===== config.mk =====
export PLATFORM = sky130hd
export DESIGN_NAME = tcw_ctrl
export DESIGN_NICKNAME = d
export VERILOG_FILES = /design/src/tcw_pkg.sv /design/src/tcw_ctrl.sv
export SDC_FILE = /design/constraint.sdc
export NUM_CORES = 1
export LEC_CHECK = 0
export ABC_AREA = 1
export BUFFER_PORTS_ARGS = -buffer_cell sky130_fd_sc_hd__buf_2
export CORE_MARGIN = 10
export CORE_UTILIZATION = 34
export CTS_CLUSTER_SIZE = 16
export DETAILED_ROUTE_END_ITERATION = 10
export GPL_TIMING_DRIVEN = 1
export PLACE_DENSITY = 0.61
export SLEW_MARGIN = 20
export SYNTH_ARGS = -nofsm -noshare
export SYNTH_HDL_FRONTEND = slang
export SYNTH_SLANG_ARGS = --single-unit

===== constraint.sdc =====
create_clock -name i_clk -period 3.2 [get_ports i_clk]
set_clock_uncertainty 0.15 [all_clocks]
set_input_delay 0.64 -clock i_clk [delete_from_list [all_inputs] [get_ports i_clk]]
set_output_delay 0.64 -clock i_clk [all_outputs]
set_load 0.03 [all_outputs]

===== src/tcw_pkg.sv =====
// Package for the text console writer: field widths, codes, states and shared types.
package tcw_pkg;

    localparam int COLUMNS_DEF = 80;
    localparam int ROWS_DEF    = 25;

    localparam int OP_W      = 2;
    localparam int CHAR_W    = 8;
    localparam int ATTR_W    = 8;
    localparam int COL_W     = 7;
    localparam int ROW_W     = 5;
    localparam int CELL_W    = CHAR_W + ATTR_W;
    localparam int S_TDATA_W = 32;
    localparam int M_TDATA_W = 32;

    localparam logic [CHAR_W-1:0] NEWLINE_CODE = 8'h0a;
    localparam logic [CHAR_W-1:0] SPACE_CODE   = 8'h20;
    localparam logic [ATTR_W-1:0] SCROLL_ATTR  = 8'h0f;

    typedef enum logic [OP_W-1:0] {
        OP_PRINT      = 2'd0,
        OP_WRITE_CELL = 2'd1,
        OP_SET_CURSOR = 2'd2,
        OP_READ_CELL  = 2'd3
    } t_op;

    typedef enum logic [3:0] {
        ST_CLEAR,
        ST_IDLE,
        ST_ADDR,
        ST_EXEC,
        ST_RDWAIT,
        ST_SC_RD,
        ST_SC_WR,
        ST_FILL,
        ST_DONE
    } t_state;

    typedef struct packed {
        logic wr_en;
        logic rd_en;
    } t_mem_ctl;

    typedef struct packed {
        logic              scrolled;
        logic [ATTR_W-1:0] cell_attribute;
        logic [CHAR_W-1:0] cell_character;
    } t_result;

endpackage


===== src/tcw_ctrl.sv =====
// Sequencer: cursor, address unit, clearing pass and scroll walk over the cell store.
module tcw_ctrl #(
    parameter int COLUMNS = tcw_pkg::COLUMNS_DEF,
    parameter int ROWS    = tcw_pkg::ROWS_DEF,
    parameter int AW      = $clog2(COLUMNS * ROWS),
    parameter int CW      = $clog2(COLUMNS),
    parameter int RW      = $clog2(ROWS)
) (
    input  logic                        i_clk,
    input  logic                        i_rst_n,
    input  logic                        i_start,
    input  tcw_pkg::t_op                i_op,
    input  logic [tcw_pkg::CHAR_W-1:0]  i_character,
    input  logic [tcw_pkg::ATTR_W-1:0]  i_attribute,
    input  logic [tcw_pkg::COL_W-1:0]   i_column,
    input  logic [tcw_pkg::ROW_W-1:0]   i_row,
    output logic                        o_ready,
    input  logic                        i_res_ready,
    output logic                        o_done,
    output logic [CW-1:0]               o_cur_col,
    output logic [RW-1:0]               o_cur_row,
    output tcw_pkg::t_result            o_result,
    output tcw_pkg::t_mem_ctl           o_mem_ctl,
    output logic [AW-1:0]               o_mem_waddr,
    output logic [tcw_pkg::CELL_W-1:0]  o_mem_wdata,
    output logic [AW-1:0]               o_mem_raddr,
    input  logic [tcw_pkg::CELL_W-1:0]  i_mem_rdata
);
    import tcw_pkg::*;

    localparam int CELL_COUNT = COLUMNS * ROWS;
    localparam logic [AW-1:0] A_COLS      = AW'(COLUMNS);
    localparam logic [AW-1:0] A_LAST      = AW'(CELL_COUNT - 1);
    localparam logic [AW-1:0] A_LAST_MOVE = AW'(CELL_COUNT - COLUMNS - 1);
    localparam logic [CW-1:0] C_MAX       = CW'(COLUMNS - 1);
    localparam logic [RW-1:0] R_MAX       = RW'(ROWS - 1);

    t_state            r_state, n_state;
    t_op               r_op, n_op;
    logic [CHAR_W-1:0] r_char, n_char;
    logic [ATTR_W-1:0] r_attr, n_attr;
    logic [CW-1:0]     r_tcol, n_tcol;
    logic [RW-1:0]     r_trow, n_trow;
    logic [CW-1:0]     r_cur_col, n_cur_col;
    logic [RW-1:0]     r_cur_row, n_cur_row;
    logic [AW-1:0]     r_ptr, n_ptr;
    t_result           r_res, n_res;

    logic          w_newline;
    logic          w_adv_line;
    logic          w_scroll;
    logic [CW-1:0] w_sel_col;
    logic [RW-1:0] w_sel_row;
    logic [CW-1:0] w_clamp_col;
    logic [RW-1:0] w_clamp_row;

    assign w_newline  = (r_char == NEWLINE_CODE);
    assign w_adv_line = w_newline || (r_cur_col == C_MAX);
    assign w_scroll   = w_adv_line && (r_cur_row == R_MAX);

    assign w_clamp_col = ({2'b00, i_column} > 9'(COLUMNS - 1)) ? C_MAX : CW'(i_column);
    assign w_clamp_row = ({3'b000, i_row} > 8'(ROWS - 1)) ? R_MAX : RW'(i_row);

    assign w_sel_col = (r_op == OP_PRINT) ? r_cur_col : r_tcol;
    assign w_sel_row = (r_op == OP_PRINT) ? r_cur_row : r_trow;

    always_ff @(posedge i_clk) begin
        if (!i_rst_n) begin
            r_state   <= ST_CLEAR;
            r_ptr     <= '0;
            r_cur_col <= '0;
            r_cur_row <= '0;
        end else begin
            r_state   <= n_state;
            r_ptr     <= n_ptr;
            r_cur_col <= n_cur_col;
            r_cur_row <= n_cur_row;
        end
    end

    always_ff @(posedge i_clk) begin
        r_op   <= n_op;
        r_char <= n_char;
        r_attr <= n_attr;
        r_tcol <= n_tcol;
        r_trow <= n_trow;
        r_res  <= n_res;
    end

    // next state
    always_comb begin
        n_state = r_state;
        unique case (r_state)
            ST_CLEAR:  if (r_ptr == A_LAST) n_state = ST_IDLE;
            ST_IDLE:   if (i_start) n_state = ST_ADDR;
            ST_ADDR:   n_state = ST_EXEC;
            ST_EXEC: begin
                unique case (r_op)
                    OP_PRINT:      n_state = w_scroll ? ST_SC_RD : ST_DONE;
                    OP_READ_CELL:  n_state = ST_RDWAIT;
                    OP_WRITE_CELL,
                    OP_SET_CURSOR: n_state = ST_DONE;
                    default:       n_state = ST_DONE;
                endcase
            end
            ST_RDWAIT: n_state = ST_DONE;
            ST_SC_RD:  n_state = ST_SC_WR;
            ST_SC_WR:  n_state = (r_ptr == A_LAST_MOVE) ? ST_FILL : ST_SC_RD;
            ST_FILL:   if (r_ptr == A_LAST) n_state = ST_DONE;
            ST_DONE:   if (i_res_ready) n_state = ST_IDLE;
            default:   n_state = ST_IDLE;
        endcase
    end

    // datapath registers
    always_comb begin
        n_op      = r_op;
        n_char    = r_char;
        n_attr    = r_attr;
        n_tcol    = r_tcol;
        n_trow    = r_trow;
        n_cur_col = r_cur_col;
        n_cur_row = r_cur_row;
        n_ptr     = r_ptr;
        n_res     = r_res;
        unique case (r_state)
            ST_CLEAR: n_ptr = (r_ptr == A_LAST) ? '0 : r_ptr + AW'(1);
            ST_IDLE: begin
                if (i_start) begin
                    n_op   = i_op;
                    n_char = i_character;
                    n_attr = i_attribute;
                    n_tcol = w_clamp_col;
                    n_trow = w_clamp_row;
                    n_res  = '0;
                end
            end
            ST_ADDR: n_ptr = AW'(w_sel_row) * A_COLS + AW'(w_sel_col);
            ST_EXEC: begin
                if (r_op == OP_PRINT) begin
                    if (w_scroll) begin
                        n_cur_col    = '0;
                        n_cur_row    = R_MAX;
                        n_ptr        = '0;
                        n_res.scrolled = 1'b1;
                    end else if (w_adv_line) begin
                        n_cur_col = '0;
                        n_cur_row = r_cur_row + RW'(1);
                    end else begin
                        n_cur_col = r_cur_col + CW'(1);
                    end
                end else if (r_op == OP_SET_CURSOR) begin
                    n_cur_col = r_tcol;
                    n_cur_row = r_trow;
                end
            end
            ST_RDWAIT: begin
                n_res.cell_character = i_mem_rdata[CHAR_W-1:0];
                n_res.cell_attribute = i_mem_rdata[CELL_W-1:CHAR_W];
            end
            ST_SC_WR: n_ptr = r_ptr + AW'(1);
            ST_FILL:  n_ptr = (r_ptr == A_LAST) ? '0 : r_ptr + AW'(1);
            ST_SC_RD, ST_DONE: ;
            default: ;
        endcase
    end

    // memory port and handshake outputs
    always_comb begin
        o_mem_ctl   = '0;
        o_mem_waddr = r_ptr;
        o_mem_wdata = '0;
        o_mem_raddr = r_ptr;
        unique case (r_state)
            ST_CLEAR: o_mem_ctl.wr_en = 1'b1;
            ST_EXEC: begin
                o_mem_wdata = {r_attr, r_char};
                if ((r_op == OP_PRINT && !w_newline) || r_op == OP_WRITE_CELL) begin
                    o_mem_ctl.wr_en = 1'b1;
                end
                if (r_op == OP_READ_CELL) begin
                    o_mem_ctl.rd_en = 1'b1;
                end
            end
            ST_SC_RD: begin
                o_mem_ctl.rd_en = 1'b1;
                o_mem_raddr     = r_ptr + A_COLS;
            end
            ST_SC_WR: begin
                o_mem_ctl.wr_en = 1'b1;
                o_mem_wdata     = {SCROLL_ATTR, i_mem_rdata[CHAR_W-1:0]};
            end
            ST_FILL: begin
                o_mem_ctl.wr_en = 1'b1;
                o_mem_wdata     = {SCROLL_ATTR, SPACE_CODE};
            end
            ST_IDLE, ST_ADDR, ST_RDWAIT, ST_DONE: ;
            default: ;
        endcase
    end

    assign o_ready   = (r_state == ST_IDLE);
    assign o_done    = (r_state == ST_DONE);
    assign o_cur_col = r_cur_col;
    assign o_cur_row = r_cur_row;
    assign o_result  = r_res;

endmodule


==> Word-level counts from Yosys, hierarchy flattened <==
Cells that the tools add are included.
{ "totals": {"reg_bits": 74, "in_bits": 50, "output_inout_bits": 71, "wordCells": 97} }
{ "classes": {"add_sub_neg": 5, "mul": 1, "n_lt_le_gt_ge": 2, "n_eq_ne": 23, "n_mux": 33, "n_reduce_logical": 21} }
{ "ops": {"columns": ["cell", "n"], "rows": [
  ["16-bit case mux with 3 select lines", 1],
  ["11-bit 2-to-1 mux", 4],
  ["11-bit case mux with 4 select lines", 1],
  ["4-bit case mux with 9 select lines", 1],
  ["7-bit 2-to-1 mux", 5],
  ["16-bit case mux with 2 select lines", 1],
  ["5-bit 2-to-1 mux", 5],
  ["11-bit == test (second input constant)", 2],
  ["4-bit 2-to-1 mux", 5],
  ["17-bit 2-to-1 mux", 1],
  ["4-bit by 3-bit == test with 1-bit output (second input constant)", 4],
  ["2-bit inequality test (second input constant)", 6],
  ["4-bit case mux with 3 select lines", 1],
  ["11-bit by 1-bit adder with 11-bit output (second input constant)", 1],
  ["11-bit by 7-bit adder with 11-bit output", 1],
  ["11-bit by 7-bit adder with 11-bit output (second input constant)", 1],
  ["4-bit by 2-bit == test with 1-bit output (second input constant)", 2],
  ["8-bit by 4-bit == test with 1-bit output (second input constant)", 1],
  ["4-bit AND reduction", 2],
  ["7-bit by 1-bit adder with 7-bit output (second input constant)", 1],
  ["7-bit == test (second input constant)", 1],
  ["7-bit > comparator (second input constant)", 1],
  ["5-bit by 3-bit multiplier with 7-bit output (second input constant)", 1],
  ["1-bit case mux with 2 select lines", 3],
  ["other kinds (21)", 33]
]} }

==> Logic depth before layout (Yosys ltp) <==
Gate-level depths: netlist (run 1).
{ "depth": {"word_depth": 6, "ltp_mapped": 20, "mapped_depth_nobuf": 20} }

==> Least setup slack after synthesis (run 1) <==
No wires, ideal clock.
{ "synth_path": {"path_type": "flip-flop to flip-flop", "from": "register r_state[2]", "to": "register r_attr[0] (enable)", "setup_ps": 417, "arrival_time_ps": 2492, "required_ps": 2633, "setup_slack_ps": 141, "path_stages_with_launch": 6, "n_path_buf": 0, "period_less_slack_ps": 3059, "path_cell_list": "dfxtp_1 nor2_2 inv_2 nor2_1 inv_1 nor2_1"} }
{ "synth_via": {"elab_chain_cells": 2} }
{ "synth_lines": {"columns": ["element", "line", "text"], "rows": [
  ["from (decl)", "tcw_ctrl.sv:38", "t_state r_state, n_state;"],
  ["from (signal assigned)", "tcw_ctrl.sv:74", "r_state <= n_state;"],
  ["4-bit by 1-bit == test with 1-bit output", null, null],
  ["named net o_ready", "tcw_ctrl.sv:17", "output logic o_ready,"],
  ["2-bit AND reduction (no source line)", null, null],
  ["to (signal assigned)", "tcw_ctrl.sv:84", "r_attr <= n_attr;"],
  ["to (decl)", "tcw_ctrl.sv:41", "logic [ATTR_W-1:0] r_attr, n_attr;"]
]} }
The timed path passes the listed nets, and every way through them passes these cells.
A chain may end at the register's enable or synchronous reset.

==> Final worst setup path (run 1) <==
{ "layout_path": {"from": "register r_op[0]", "to": "register r_ptr[10], in the netlist o_mem_waddr[10]"} }
{ "layout_via": {"elab_chain_cells": 5, "word_cells_on_any_way": 8, "classes_between": "1 x add/sub; 1 x mul; 1 x eq/ne; 3 x mux; 2 x reduce/logical"} }
{ "layout_lines": {"columns": ["element", "line", "text"], "rows": [
  ["from (decl)", "tcw_ctrl.sv:39", "t_op r_op, n_op;"],
  ["from (signal assigned)", "tcw_ctrl.sv:82", "r_op <= n_op;"],
  ["2-bit logical NOT *", "tcw_ctrl.sv:64, tcw_ctrl.sv:65, tcw_ctrl.sv:140", null],
  ["5-bit 2-to-1 mux", "tcw_ctrl.sv:65", "assign w_sel_row = (r_op == OP_PRINT) ? r_cur_row : r_trow;"],
  ["5-bit by 3-bit multiplier with 7-bit output", "tcw_ctrl.sv:138", "ST_ADDR: n_ptr = AW'(w_sel_row) * A_COLS + AW'(w_sel_col);"],
  ["11-bit by 7-bit adder with 11-bit output", "tcw_ctrl.sv:138", null],
  ["11-bit case mux with 4 select lines", "tcw_ctrl.sv:126", "unique case (r_state)"],
  ["to (signal assigned)", "tcw_ctrl.sv:75", "r_ptr <= n_ptr;"],
  ["to (decl)", "tcw_ctrl.sv:46", "logic [AW-1:0] r_ptr, n_ptr;"]
]} }
Mark *: on every way between the ends. The rest lies on a longest branch, timed or not.

==> key figures, run 1 <==
Outcome
  • Status: completed

CTS
  • CTS tree: yes
  • CTS root buffer: clkbuf_16
  • Worst-Skew Late Latency: ~330 ps
  • Bufs on Longest Clock Path: 2
  • Post-CTS Repair Setup Buffers: 0
  • Clock Pin Slew Worst Setup and Hold Paths: around 60 ps
  • H-Tree Level Count: 3
  • Num CTS Buffers: 9
  • # clock sinks: 74

STA
  • RSZ-0062 raised after global routing: false
  • Relative slew slack: between 60 and 70%
  • Setup TNS: 0 ps
  • Final setup viols: 0
  • Fmax: between 0.3 and 0.4 GHz
  • Final Hold Vio Count: 0
  • Final Max Tran Viols: 0
  • Final min period: 2920 ps
  • Slew @ Worst Pin: between 400 and 500 ps
  • Final hold slack: 327 ps
  • Fin crit share: 91.1%

Synthesis
  • Top cell type's share of synthesized area: 32.4%
  • Async S/R FF share, synth: 0%
  • Synth Flop Type: edfxtp_1
  • Seq/Total Area, Yosys: between 40% and 50%
  • Syn nets: 634
  • Top cells by area, synth: edfxtp_1 32%, dfxtp_1 12%, nand2_1 11%
  • Avg Synthesized Cell Area: just under 8 sq um
  • Area of the mapped netlist: around 0.0044 sq mm
  • Synthesized netlist cell count: between 500 and 600
  • Synth warn: 0
  • Post-synth cell types: between 40 and 50
  • Area leader, netlist: edfxtp_1
  • Yosys reg bits: between 70 and 80
  • Number of synthesized flops with an enable pin: 47

Min path
  • Hold WC Path Type: in -> reg

Place
  • Port-buffer cells: 120
  • DP Cell Count: 845
  • Placer Congestion: about 0.83
  • Final HPWL DP: ~9.4 mm
  • Placed cell areas: 0.00512 sq mm

Power and ir drop
  • Maximum vdd drop: ~220 uV
  • Leak pwr: between 0.002 and 0.003 uW
  • Pwr dens: about 560 mW/mm^2

Routing
  • Iter 0 DRT Violations: 228
  • Vias: between 4k and 5k
  • Residual DRC: 0
  • WL per Instance: around 14 um
  • Antenna Nets Post-Route: 0
  • First-pass iteration count of the detailed router: 5
  • Routed vias/inst: ~4.7
  • Drt total wl: between 10 and 15 mm

Floorplanning
  • Die area: roughly 0.018 sq mm
  • Cell Rows: slightly above 40
  • Starting Density: 34.7%
  • I/O pins: ~120
  • Die width: ~130 um
  • Total core area: 0.0126 sq mm
  • Die Y: 133 um

Global route
  • Initial antenna violation count: 0
  • Vias in the first global route: 4056
  • Largest net degree at the start of global routing: 31
  • GRT overflow: 0
  • First-pass GRT wire length: between 15 and 20 mm
  • Tot GR Track Use: 13.4%

Critical path
  • Arrival @ worst endpoint: 2990 ps
  • CP required: between 3000 and 4000 ps
  • CP startpoint kind: flop
  • Worst setup EP type: flop
  • Crit Path Class: reg -> reg
  • R2R Setup Slk: between 200 and 300 ps
  • Worst-path maximum fanout: 9

Final layout
  • Most common cell after layout, fill and taps aside: nand2_1
  • Synthesis-to-layout area growth: 25.2%
  • Nets: about 750
  • Final Non-Filler Cells: about 860
  • Cell area after layout: between 0.005 and 0.006 sq mm
  • Ant. Diodes: 0
  • Layout cells sized above 1: between 20% and 30%
  • Commonest non-fill, non-tap cells in the layout: 122 x nand2_1, 120 x buf_2, 102 x inv_1, 64 x nor2_1, 47 x edfxtp_1

Job
  • Max-cap violations: 0
[flip-flops by register name, indices dropped and copies added (netlist names)]
signal	flops
o_cur_col	7
o_cur_row	5
o_mem_waddr	11
o_result	17
r_attr	8
r_char	8
r_op	2
r_state	4
r_tcol	7
r_trow	5
[power by group]
part / switching (uW) / internal [uW] / total, uW
combinational: 560 / 250 / 810
sequential: 74.5 / 1100 / 1180
clock: 391 / 681 / 1070
total: 1030 / 2040 / 3060
[cells in the mapped netlist (2+ instances only)]
| cell type | instances |
|---|---|
| buf_4 | 5 |
| nor2_1 | 65 |
| dfxtp_1 | 27 |
| nand2_1 | 122 |
| inv_2 | 3 |
| or2_2 | 6 |
| nand2_4 | 2 |
| buf_1 | 2 |
| ha_1 | 18 |
| a211oi_1 | 2 |
| edfxtp_1 | 47 |
| nand2_2 | 2 |
| o22ai_1 | 3 |
| clkbuf_1 | 7 |
| o21ai_0 | 34 |
| nand4_1 | 7 |
| o211ai_1 | 5 |
| nor3_1 | 7 |
| inv_1 | 102 |
| a21oi_1 | 31 |
| nor2_2 | 2 |
| xor2_1 | 9 |
| nand3_1 | 28 |
| buf_2 | 3 |
| inv_4 | 2 |
| a31oi_1 | 9 |
[cell families (layout without fill, tap and decap cells)]
logic type | Yosys count | after routing | synth area share, %
DFF | 74 | 74 | 44.8
and+or+nand+nor | 247 | 247 | 24.7
buffers and inverters | 126 | 250 | 11.7
AOI/OAI and AO/OA | 89 | 89 | 11.2
xor gates and xnor gates | 10 | 10 | 2.01
adders and majority gates | 19 | 19 | 5.63
[per-layer routing]
layer,vias up,GRT usage [%],wire length (um)
li1,2051,-,-
met1,1857,16.1,5340
met2,116,22.7,5860
met3,13,3.16,571
met4,0,5.20,194
met5,-,0,0
[what timing repair did]
item	CTS	global route
setup endpoints to repair	0	2
resized for setup	0	2
hold buffers	0	0
[worst max-delay path, stage by stage (launching register included)]
cell,delay [ps]
edfxtp_1,420
inv_1,140
ha_4,180
buf_4,170
nand2_1,60
nand2_1,140
xor2_1,150
inv_1,60
ha_1,220
fa_1,500
nand2_1,70
nor2_1,150
nand2_1,90
nor2_1,90
nor2_1,60
nor2_1,110
nor2_1,50
[worst paths after layout]
kind / to / depth (start not counted) / from
worst max-delay path: o_mem_waddr[10] / 16 / r_op[0]
worst min-delay path: r_attr[3] / 1 / i_attribute[3]
worst max register to register: o_mem_waddr[10] / 16 / r_op[0]
worst min register to register: o_cur_row[4] / 2 / o_cur_row[3]
[area by class of cell]
cell class	count	area, sq um
multi-input cells	365	1910
clock inverters	7	92.6
clock buffers	9	225
well taps	172	215
inverters	108	410
flip-flops and latches	74	1950
fillers	1280	7120
repair buffers	126	646
[through the flow]
stage | worst slack [ps] | utilization, % | power (uW)
2_1_floorplan | 141 | - | 1790
3_3_place_gp | 302 | 40.8 | 1990
4_1_cts | 197 | 43.3 | 3090
5_1_grt | 10.1 | 43.4 | 3220
3_5_place_dp | 223 | 40.8 | 2010
6_report | 284 | 43.4 | 3060
Power figures use the tool's default switching activity.
==> run 2: changes to the inputs <==
==> constraint.sdc (replaced) <==
create_clock -name i_clk -period 3.2 [get_ports i_clk]
set_clock_uncertainty 0.15 [all_clocks]
set_input_delay 0.16 -clock i_clk [delete_from_list [all_inputs] [get_ports i_clk]]
set_output_delay 0.16 -clock i_clk [all_outputs]
set_load 0.03 [all_outputs]
==> run 2 against run 1 <==
Via count increased by 4.1%. Worst setup slack lost 4.4 ps. Design area increased by 7.7%. Clock-buffer cell count grew 1. Critical path type unchanged. Combinational power rose by 4.8%. Wire length grew 4.3%. Flip-flop and latch count did not move. Non-clock buffer count rose by 44. First-iteration DRC count is 24% higher. Critical endpoint unchanged. Critical path depth is 1 higher. Register-to-register slack hardly changed.
==> key figures, run 2 (synthesized netlist as in run 1, its figures left out) <==
Routing
  • Drt total wl: 12.5 mm (+4.3%)
  • Iter 0 DRT Violations: 282 (+24%)
  • WL per Instance: 13.8 um (-0.74%)
  • Antenna Nets Post-Route: 0 (unchanged)
  • Vias: 4201 (+4.1%)
  • Residual DRC: 0 (unchanged)
  • Routed vias/inst: 4.64 (-1.0%)
  • First-pass iteration count of the detailed router: 5 (unchanged)

Global route
  • Vias in the first global route: 4111 (+1.4%)
  • First-pass GRT wire length: 20.2 mm (+2.4%)
  • Tot GR Track Use: 14.0% (+0.56 points)
  • Largest net degree at the start of global routing: 31 (unchanged)
  • GRT overflow: 0 (unchanged)
  • Initial antenna violation count: 0 (unchanged)

CTS
  • Post-CTS Repair Setup Buffers: 0 (unchanged)
  • Num CTS Buffers: 9 (unchanged)
  • Clock Pin Slew Worst Setup and Hold Paths: 60 ps (about the same)
  • # clock sinks: 74 (unchanged)
  • Worst-Skew Late Latency: 350 ps (+20 ps)
  • CTS root buffer: clkbuf_16
  • H-Tree Level Count: 3 (unchanged)
  • Bufs on Longest Clock Path: 2 (unchanged)
  • CTS tree: yes

Power and ir drop
  • Pwr Total: 3030 uW (-0.96%)
  • Pwr dens: 516 mW/mm^2 (-8.1%)
  • Maximum vdd drop: 374 uV (+71%)
  • Leak pwr: 0.00288 uW (+6.3%)

Final layout
  • Fillers: 1224 (-4.4%)
  • Synthesis-to-layout area growth: 34.8%
  • Most common cell after layout, fill and taps aside: nand2_1
  • Commonest non-fill, non-tap cells in the layout: 122 x nand2_1, 120 x buf_2, 102 x inv_1, 64 x nor2_1, 47 x edfxtp_1
  • Ant. Diodes: 0 (unchanged)
  • Nets: 797 (+5.8%)
  • Max reg flops: 17 (unchanged)
  • Layout cells sized above 1: 22.2% (-1.4 points)

Min path
  • Hold WC Path Type: in -> reg

Floorplanning
  • Die Y: 133 um (unchanged)
  • Starting Density: 34.7% (unchanged)
  • I/O pins: 121 (unchanged)
  • Die area: 0.0177 sq mm (unchanged)
  • Total core area: 0.0126 sq mm (unchanged)
  • Cell Rows: 41 (unchanged)
  • Die width: 133 um (unchanged)

STA
  • Final Hold Vio Count: 0 (unchanged)
  • RSZ-0062 raised after global routing: false
  • Setup TNS: 0 ps (unchanged)
  • Fmax: 0.342 GHz (-0.15%)
  • Final min period: 2920 ps (+4.44 ps)
  • Relative slew slack: 59.5% (-9.1 points)
  • Final Max Tran Viols: 0 (unchanged)
  • Slew @ Worst Pin: 605 ps (+139 ps)
  • Final setup viols: 0 (unchanged)
  • Fin crit share: 91.3% (+0.14 points)

Critical path
  • Arrival @ worst endpoint: 3050 ps (+60 ps)
  • CP startpoint kind: flop
  • Crit Path Class: reg -> reg
  • Worst setup EP type: flop
  • Worst-path maximum fanout: 8 (-1)
  • CP required: 3330 ps (+50 ps)

Outcome
  • Status: completed

Job
  • Max-cap violations: 0 (unchanged)

Place
  • Port-buffer cells: 120 (unchanged)
  • Placer Congestion: 0.920 (+10%)
  • Final HPWL DP: 9.35 mm (-0.19%)
run 2: layer usage:
layer	GRT usage [%]	share of wire, %
met1	16.0	43
met2	23.8	49
met3	3.95	6.2
met4	6.17	2.0
met5	0	0
run 2: worst max-delay path: stages (launching register included):
cell      delay [ps]
edfxtp_1         420
inv_1            140
ha_4             190
inv_1            110
nand2_1          110
nand2_1          120
xor2_1           180
inv_1             60
ha_1             220
fa_1             510
nand2_1           70
nor2_1           140
nand2_1           90
nand2_1           60
nand2_1           50
nor2_1            90
nor2_1            50
nor2_1            90
run 2: worst paths after layout:
check	slack [ps]	endpoint	start	cells after the start
setup / recovery	280	o_mem_waddr[10]	r_op[0]	17
hold / removal	10	o_result[7]	i_mem_rdata[7]	3
setup reg to reg	280	o_mem_waddr[10]	r_op[0]	17
hold reg to reg	420	o_cur_col[6]	r_tcol[6]	2
run 2: timing repair:
item | in CTS | in global routing
setup endpoints to repair | 0 | 4
hold buffers | 45 | 0
hold endpoints to repair | 45 | 0
resized for setup | 0 | 3
run 2: area by class of cell:
class                      count  area [sq um]  area share (%)
sequential                    74          1950            33.2
timing repair buffer         170          1090            18.5
clock buffer                  10           229            3.90
multi-input combinational    365          1910            32.5
clock inverter                 6          67.6            1.15
tap                          172           215            3.66
inverter                     108           410            6.99
run 2: power by group:
part	switching (uW)	internal, uW	leakage (uW)
clock	399	604	0.000139
combinational	563	286	0.00209
sequential	75.1	1110	0.000650
run 2: stage by stage:
step                      cells  area, sq um  worst slack, ps  utilization (%)  hold WS (ps)
final                       905         5870              280             46.7          13.2
after global routing        905         5870             18.4             46.7          24.1
after CTS                   905         5860             65.4             46.6          5.77
after detailed placement    844         5110             98.8             40.7           189
after global placement      844         5110              248             40.7           188
after floorplan             565         4360              141                -           109
